`src/rtl/gclt_pkg.sv`:
```
// Package for the greedy centroid label tracker.
// Shared constants, payload words and controller/datapath command types.
// No dependencies.
package gclt_pkg;

	localparam int MAX_LABELS_DEF = 256;

	localparam logic [15:0] LABEL_MAX    = 16'hFFFF;
	localparam logic [15:0] ID_FIRST     = 16'd1;
	localparam logic [16:0] MAX_DIST_RST = 17'h1FFFF;

	localparam logic FUNC_LABEL  = 1'b0;
	localparam logic FUNC_COMMIT = 1'b1;

	typedef struct packed {
		logic        func;
		logic [15:0] center_x;
		logic [15:0] center_y;
	} in_t;

	typedef struct packed {
		logic [15:0] assigned_label;
		logic        is_new;
		logic [7:0]  matched_index;
		logic        table_full;
		logic        ids_exhausted;
	} out_t;

	typedef struct packed {
		logic load;
		logic commit;
		logic issue;
		logic mark;
		logic store;
	} cmd_t;

	typedef struct packed {
		logic scan_done;
		logic pipe_busy;
	} status_t;

endpackage

```
`src/rtl/gclt_ctrl.sv`:
```
// Controller state machine of the label tracker.
// Sequences accept, scan, drain, mark and store; drives cmd_t, reads status_t.
// Depends on gclt_pkg.
module gclt_ctrl (
	input  logic              clk,
	input  logic              arst_n,
	input  logic              start,
	input  logic              func,
	input  gclt_pkg::status_t status,
	output gclt_pkg::cmd_t    cmd,
	output logic              busy,
	output logic              done
);

	typedef enum logic [4:0] {
		ST_IDLE  = 5'b00001,
		ST_SCAN  = 5'b00010,
		ST_DRAIN = 5'b00100,
		ST_MARK  = 5'b01000,
		ST_STORE = 5'b10000
	} state_t;

	state_t state_q;
	state_t state_d;
	logic   done_q;
	logic   accept;

	assign busy   = (state_q != ST_IDLE);
	assign accept = start && !busy;
	assign done   = done_q;

	always_comb begin
		state_d    = state_q;
		cmd        = '0;
		cmd.load   = accept && (func == gclt_pkg::FUNC_LABEL);
		cmd.commit = accept && (func == gclt_pkg::FUNC_COMMIT);
		case (state_q)
			ST_IDLE: begin
				if (cmd.load) begin
					state_d = ST_SCAN;
				end
			end
			ST_SCAN: begin
				if (status.scan_done) begin
					state_d = ST_DRAIN;
				end else begin
					cmd.issue = 1'b1;
				end
			end
			ST_DRAIN: begin
				if (!status.pipe_busy) begin
					state_d = ST_MARK;
				end
			end
			ST_MARK: begin
				cmd.mark = 1'b1;
				state_d  = ST_STORE;
			end
			ST_STORE: begin
				cmd.store = 1'b1;
				state_d   = ST_IDLE;
			end
			default: begin
				state_d = ST_IDLE;
			end
		endcase
	end

	always_ff @(posedge clk or negedge arst_n) begin
		if (!arst_n) begin
			state_q <= ST_IDLE;
			done_q  <= 1'b0;
		end else begin
			state_q <= state_d;
			done_q  <= (state_q == ST_STORE);
		end
	end

endmodule

```
`config.mk`:
```
export PLATFORM = sky130hd
export DESIGN_NAME = gclt_ctrl
export DESIGN_NICKNAME = d
export VERILOG_FILES = /design/src/rtl/gclt_pkg.sv /design/src/rtl/gclt_ctrl.sv
export SDC_FILE = /design/constraint.sdc
export NUM_CORES = 1
export LEC_CHECK = 0
export BUFFER_PORTS_ARGS = -buffer_cell sky130_fd_sc_hd__buf_2
export CORE_AREA = 2 2 39 41
export CTS_CLUSTER_SIZE = 14
export DETAILED_ROUTE_END_ITERATION = 16
export DIE_AREA = 0 0 41 43
export GPL_ROUTABILITY_DRIVEN = 0
export PLACE_DENSITY = 0.6
export SYNTH_ARGS = -nofsm -noshare
export SYNTH_HDL_FRONTEND = slang
export SYNTH_SLANG_ARGS = --single-unit
```
`constraint.sdc`:
```
create_clock -name clk -period 2.1 [get_ports clk]
set_clock_uncertainty 0.1 [all_clocks]
set_input_delay 0.105 -clock clk [delete_from_list [all_inputs] [get_ports clk]]
set_output_delay 0.105 -clock clk [all_outputs]
set_load 0.1 [all_outputs]
```
# Yosys cells after proc, flatten, opt, wreduce, memory -nomap -nowiden
# Index checks and enable logic that the tools add are counted.
# Widths: inputs -> output; s select.
[totals] ff_bits=6 in_bits=6 out_inout_bits=7 elab_cells=25
[classes] n_eq_ne=9 muxes=8 bitwise_logic=1 reduce_logical=5
[ops] cell="$pmux 5 s4" count=1
[ops] cell="$mux 5" count=3
[ops] cell="$ne 2x2->1 const B" count=3
[ops] cell="$eq 5x1->1 const B" count=1
[ops] cell="$eq 5x2->1 const B" count=1
[ops] cell="$eq 5x3->1 const B" count=1
[ops] cell="$eq 5x4->1 const B" count=1
[ops] cell="$eq 5x5->1 const B" count=1
[ops] cell="$ne 5x1->1 const B" count=1
[ops] cell="$mux 1" count=4
[ops] cell="$logic_and 1x1->1" count=3
[ops] cell="$reduce_and 3->1" count=1
[ops] cell="$logic_not 1->1" count=1
[ops] cell="$not 1->1" count=1

# Logic depth before layout (Yosys ltp)
# Gate-level depths: netlist of the first run.
[logic_depth] ltp_word=6 depth_mapped=4 mapped_depth_nobuf=3

# Least setup slack after synthesis of the first run
# OpenSTA, ideal clock, no wires.
[synth_timing] path_type="flip-flop to flip-flop" startpoint="register state_q[1]" endpoint="register done_q (netlist: done)" setup_time_ps=447 arrival_ps=3950 slack_ps=-2397 stages_incl_launch_ff=4 path_buffers=1 period_less_slack_ps=4497 cell_sequence="dfrtp_1 -> clkbuf_8 -> or2_2 -> nor4b_1"
[synth_via] elab_chain_len=1
[synth_lines] element="start: declaration" line="gclt_ctrl.sv:23" source="state_t state_q;"
[synth_lines] element="start signal: assignment" line="gclt_ctrl.sv:74" source="state_q <= state_d;"
[synth_lines] element="$eq 5x5->1" line="gclt_ctrl.sv:75" source="done_q <= (state_q == ST_STORE);"
[synth_lines] element="end signal: assignment" line="gclt_ctrl.sv:75"
[synth_lines] element="end: declaration" line="gclt_ctrl.sv:25" source="logic done_q;"
# No other way between the ends.
# A chain may end at the register's enable or synchronous reset.

==> metrics, run 1 <==
crit path cell chain=or4_4, or2_4, nor2_4, buf_12; Hold WS=0.0371 ns; syn avg cell area=10.5 µm²; Hold Path Stages=3; Total GRT Usage=0.112; io pins=13; setup violators final=0; worst path arrival time=1.83 ns; Placed Area=537 µm²; initial antenna violation count=0; gr busiest metal=met2; Worst EP required=1.89 ns; type of the worst setup path=flop to output port; Clk pin slew, worst setup/hold paths=0.06 ns; worst skew pair latency=0.25 ns; post-layout min period=2.04 ns; Post-CTS Setup Bufs=0; H-tree depth=1; grt met3 use=0; outcome=completed; placed instance count=61; worst-path maximum fanout=5; Final period util=0.970; final WL=783 µm; Initial DRC Count=6; Initial Utilization=0.259; Slew @ Worst Pin=0.486 ns; row count=14; area delta synth->final=63.6%; sequential share of the synthesized area=0.423; die width=41 µm; vias in the first global route=307; startpoint types=flop; Num CTS Buffers=3; antenna cells=0; mapped cell area=358 µm²; clk sinks=6; Leak=0.244 nW; Peak Freq=0.491 GHz; Setup crit end kind=output port; r2r worst-path depth=3; Synth cell types=21; layout cells sized above 1=0.569; antenna viol nets, final=0; drt wl/cell=11.7 µm; Worst VDD drop=0.435 mV; met2 Track Usage GR=0.153; fin cells=67; Hold/Removal Path Class=primary input to flop; Pins Over Slew Limit=0; synthesis-stage register bit count=6; vias per cell=5.09; CORE AREA=1380 µm²; Critical Path Max Stage Delay=0.58 ns; relative slew slack=0.678; maxcap violations=0; GRT overflow=0; final hold vios=0; vias post-DR=341; Tot Pwr=0.713 mW; Synth Net Count=40; Layout Nets=58; largest net degree at the start of global routing=12; die area=1760 µm²; root buffer cell=clkbuf_4; CTS tree=yes; Synth Instances=34; CTS max path bufs=2; CP max stage cell=or4_4; Die Y=43 µm; Synthesis Warnings=0; drt first pass iters=4; GRT met1 Usage=0.145; first-pass GRT wire length=1.28 mm; RSZ-0062 raised after global routing=false; Port Buffers=12; PwrDens=1220 nW/µm²; DP HPWL=613 µm; Finished Cell Area=586 µm²; final routed DRC violation total=0
-- placed cells by master, fill, tap and decap left out, drive strengths merged --
| cell type | n |
|---|---|
| nand3b | 3 |
| nor4b | 4 |
| o22a | 2 |
| dfrtp | 5 |
| inv | 1 |
| buf | 12 |
| nor2 | 1 |
| o21ai | 2 |
| dlygate4sd3 | 2 |
| or4 | 1 |
| nand2 | 1 |
| a211oi | 2 |
| or4b | 1 |
| nor3 | 2 |
| dfstp | 1 |
| xor2 | 1 |
| or2b | 1 |
| nand2b | 1 |
| clkbuf | 5 |
| or2 | 3 |
-- path summary, 6_finish.rpt --
| check | startpoint | to | slack (ns) |
|---|---|---|---|
| max in group asynchronous | arst_n | state_q[0]$_DFFE_PN1P_ | 1.56 |
| min | status[1] | state_q[2]$_DFFE_PN0P_ | 0.04 |
| max reg2reg | state_q[4]$_DFFE_PN0P_ | state_q[0]$_DFFE_PN1P_ | 0.41 |
| min reg2reg | state_q[3]$_DFFE_PN0P_ | state_q[2]$_DFFE_PN0P_ | 0.48 |
| min in group asynchronous | arst_n | state_q[1]$_DFFE_PN0P_ | 0.10 |
| max | state_q[4]$_DFFE_PN0P_ | cmd[3] | 0.06 |
-- report_power, final --
group,switching [mW],internal (mW)
Clock,0.0471,0.0723
Combinational,0.269,0.145
Sequential,0.0419,0.137
-- worst max-delay path: cells and delay by family (launching register included) --
kind / cells / cell delay (ns)
buffers and inverters: 1 / 0.18
DFF: 1 / 0.43
and+or+nand+nor: 3 / 0.97
-- kinds of logic (layout without fill, tap and decap cells) --
| family | after synthesis | count (layout) | share of synthesized area |
|---|---|---|---|
| compound gates | 6 | 6 | 0.122 |
| simple gates | 18 | 18 | 0.360 |
| flops | 6 | 6 | 0.423 |
| buf+inv | 3 | 20 | 0.0699 |
| xor+xnor | 1 | 1 | 0.0245 |
-- layout make-up --
cell class / instances / area [µm²]
Tap cell: 16 / 20.0
Timing Repair Buffer: 15 / 135
Multi-Input combinational cell: 25 / 249
Inverter: 1 / 3.75
Fill cell: 141 / 798
Sequential cell: 6 / 151
Clock buffer: 4 / 26.3
-- sequential cells by signal, summed over array words and instances (netlist names) --
register,count
done,1
state_q,5
-- metrics by stage --
stage	utilization	worst slack, ns	setup TNS [ns]
floorplan	-	-0.124	-0.182
global placement	0.388	0.341	0
detailed placement	0.388	0.328	0
CTS	0.421	0.0488	0
global route	0.423	0.0210	0
finish	0.423	0.0626	0
-- timing repair --
action / 4_1_cts / 5_1_grt
resized for setup: 0 / 1
setup endpoints to repair: 0 / 1
hold endpoints to repair: 7 / 0
hold buffers: 2 / 0
-- routing by layer --
metal	wire, µm	up-vias
li1	-	163
met1	315	162
met2	396	14
met3	51	2
met4	19	0
met5	0	-
-- synth_stat cells --
library cell | count | share of area
dfrtp_1 | 5 | 0.35
nor4b_1 | 4 | 0.098
nand3b_1 | 3 | 0.063
a211oi_1 | 2 | 0.042
nor3_1 | 2 | 0.028
o21ai_0 | 2 | 0.028
or2_2 | 2 | 0.035
buf_4 | 1 | 0.021
clkbuf_8 | 1 | 0.038
dfstp_2 | 1 | 0.073
inv_1 | 1 | 0.010
nand2_1 | 1 | 0.010
nand2b_1 | 1 | 0.017
nor2_1 | 1 | 0.010
o22a_1 | 1 | 0.024
o22a_2 | 1 | 0.028
or2_4 | 1 | 0.024
or2b_2 | 1 | 0.024
or4_1 | 1 | 0.021
or4b_1 | 1 | 0.028
xor2_1 | 1 | 0.024
No activity file was read; power rests on OpenSTA's default activity.
==> inputs of run 2 (changes only) <==
==> constraint.sdc (replaced) <==
create_clock -name clk -period 2.3 [get_ports clk]
set_clock_uncertainty 0.1 [all_clocks]
set_input_delay 0.115 -clock clk [delete_from_list [all_inputs] [get_ports clk]]
set_output_delay 0.115 -clock clk [all_outputs]
set_load 0.1 [all_outputs]
==> run 2 against run 1 <==
Effect of this change:
- non-clock buffer count unchanged
- sequential power decreased by 9%
- worst hold slack improved by 0.029 ns
- largest power group unchanged
- global-route usage decreased by 0.24 points
- count of clock-buffer cells in the layout unchanged
==> metrics, run 2 (synthesis results as in run 1) <==
vias per cell=5.09; Top reg by flops=state_q; worst path arrival time=1.89 ns; R2R Path End=state_q[0]$_DFFE_PN1P_; Hold WS=0.0660 ns; area delta synth->final=49.0%; Worst Hold End=state_q[2]$_DFFE_PN0P_; GRT overflow=0; r2r worst-path depth=3; CORE AREA=1380 µm²; relative slew slack=0.679; Initial Utilization=0.259; initial antenna violation count=0; post-layout min period=2.11 ns; fin cells=67; DP HPWL=602 µm; Port Buffers=12; root buffer cell=clkbuf_4; die area=1760 µm²; type of the worst setup path=flop to output port; antenna cells=0; setup violators final=0; vias post-DR=341; Pins Over Slew Limit=0; placed instance count=61; startpoint types=flop; FF-to-FF setup slack=0.63 ns; Final period util=0.916; CTS max path bufs=2; Initial DRC Count=9; outcome=completed; final WL=836 µm; maxcap violations=0; max FFs per register=5; Final TNS setup=0 ns; Worst EP required=2.09 ns; Slew @ Worst Pin=0.484 ns; fill count=143; Clk pin slew, worst setup/hold paths=0.06 ns; Leak=0.244 nW; Layout Nets=58; Tot Pwr=0.615 mW; commonest non-fill, non-tap cell in the layout=buf_2; Reg-to-Reg Start=state_q[3]$_DFFE_PN0P_; RSZ-0062 raised after global routing=false; Post-CTS Setup Bufs=0; PwrDens=1150 nW/µm²; Peak Freq=0.474 GHz; io pins=13; CTS tree=yes; worst-path maximum fanout=10; H-tree depth=1; Setup crit end kind=output port; Total GRT Usage=0.110; layout cells sized above 1=0.529; Hold Path Stages=3; drt first pass iters=4; final hold vios=0; die width=41 µm; post_cts resized=0; crit path cell chain=or4b_1, nor3_2, buf_2; Die Y=43 µm; Hold/Removal Path Class=primary input to flop; Num CTS Buffers=3; final routed DRC violation total=0; drt wl/cell=12.5 µm; clk sinks=6; Min-Delay Startpoint=status[1]; Critical Path Max Stage Delay=0.54 ns; vias in the first global route=301; highest-count cells in the layout ignoring fill and taps=buf_2, dfrtp_1, nand3b_1, clkbuf_4; Worst VDD drop=0.382 mV; antenna viol nets, final=0; worst skew pair latency=0.25 ns; CP max stage cell=dfrtp_1; largest net degree at the start of global routing=12; first-pass GRT wire length=1.27 mm; row count=14
-- run 2: how the worst max path moves through the flow --
stage / start / to / slack [ns] / cells after the start
3_3_place_gp: state_q[4]$_DFFE_PN0P_ / cmd[4] / 0.46 / 3
5_1_grt: state_q[1]$_DFFE_PN0P_ / cmd[2] / 0.13 / 3
4_1_cts: state_q[4]$_DFFE_PN0P_ / cmd[4] / 0.20 / 3
6_report: state_q[1]$_DFFE_PN0P_ / cmd[2] / 0.19 / 3
2_1_floorplan: state_q[3]$_DFFE_PN0P_ / state_q[1]$_DFFE_PN0P_ / -0.35 / 3
3_5_place_dp: state_q[4]$_DFFE_PN0P_ / cmd[4] / 0.46 / 3
-- run 2: routing by layer --
metal,track usage,vias up,wire length (µm),part of all wire
li1,-,163,-,-
met1,0.137,162,393,0.47
met2,0.153,14,371,0.44
met3,0.0157,2,57,0.068
met4,0.100,0,14,0.017
met5,0,-,0,0
-- run 2: cell type report --
cell class | instances | area (µm²) | share of cell area
clock buffers | 4 | 26.3 | 0.0493
inverters | 1 | 3.75 | 0.00704
multi-input cells | 25 | 229 | 0.430
flip-flops and latches | 6 | 151 | 0.284
well taps | 16 | 20.0 | 0.0376
repair buffers | 15 | 103 | 0.192
-- run 2: metrics by stage --
stage | setup WS (ns) | utilization | cell area, µm²
after floorplan | -0.348 | - | 405
after global placement | 0.458 | 0.352 | 487
after detailed placement | 0.462 | 0.352 | 487
after CTS | 0.197 | 0.385 | 533
after global routing | 0.126 | 0.385 | 533
final | 0.192 | 0.385 | 533
-- run 2: what timing repair did --
item,CTS,global route
hold endpoints to repair,7,0
setup endpoints to repair,0,0
hold buffers,2,0
-- run 2: power breakdown --
group          leakage, nW  internal (mW)  switching [mW]
Clock               0.0150         0.0659          0.0419
Sequential          0.0794          0.125          0.0368
Combinational        0.149          0.106           0.240
Total                0.244          0.297           0.318
-- run 2: worst max-delay path, delay by kind of cell (launching register included) --
kind | cells | cell delay, ns
buffers and inverters | 1 | 0.46
DFF | 1 | 0.54
and+or+nand+nor | 2 | 0.65
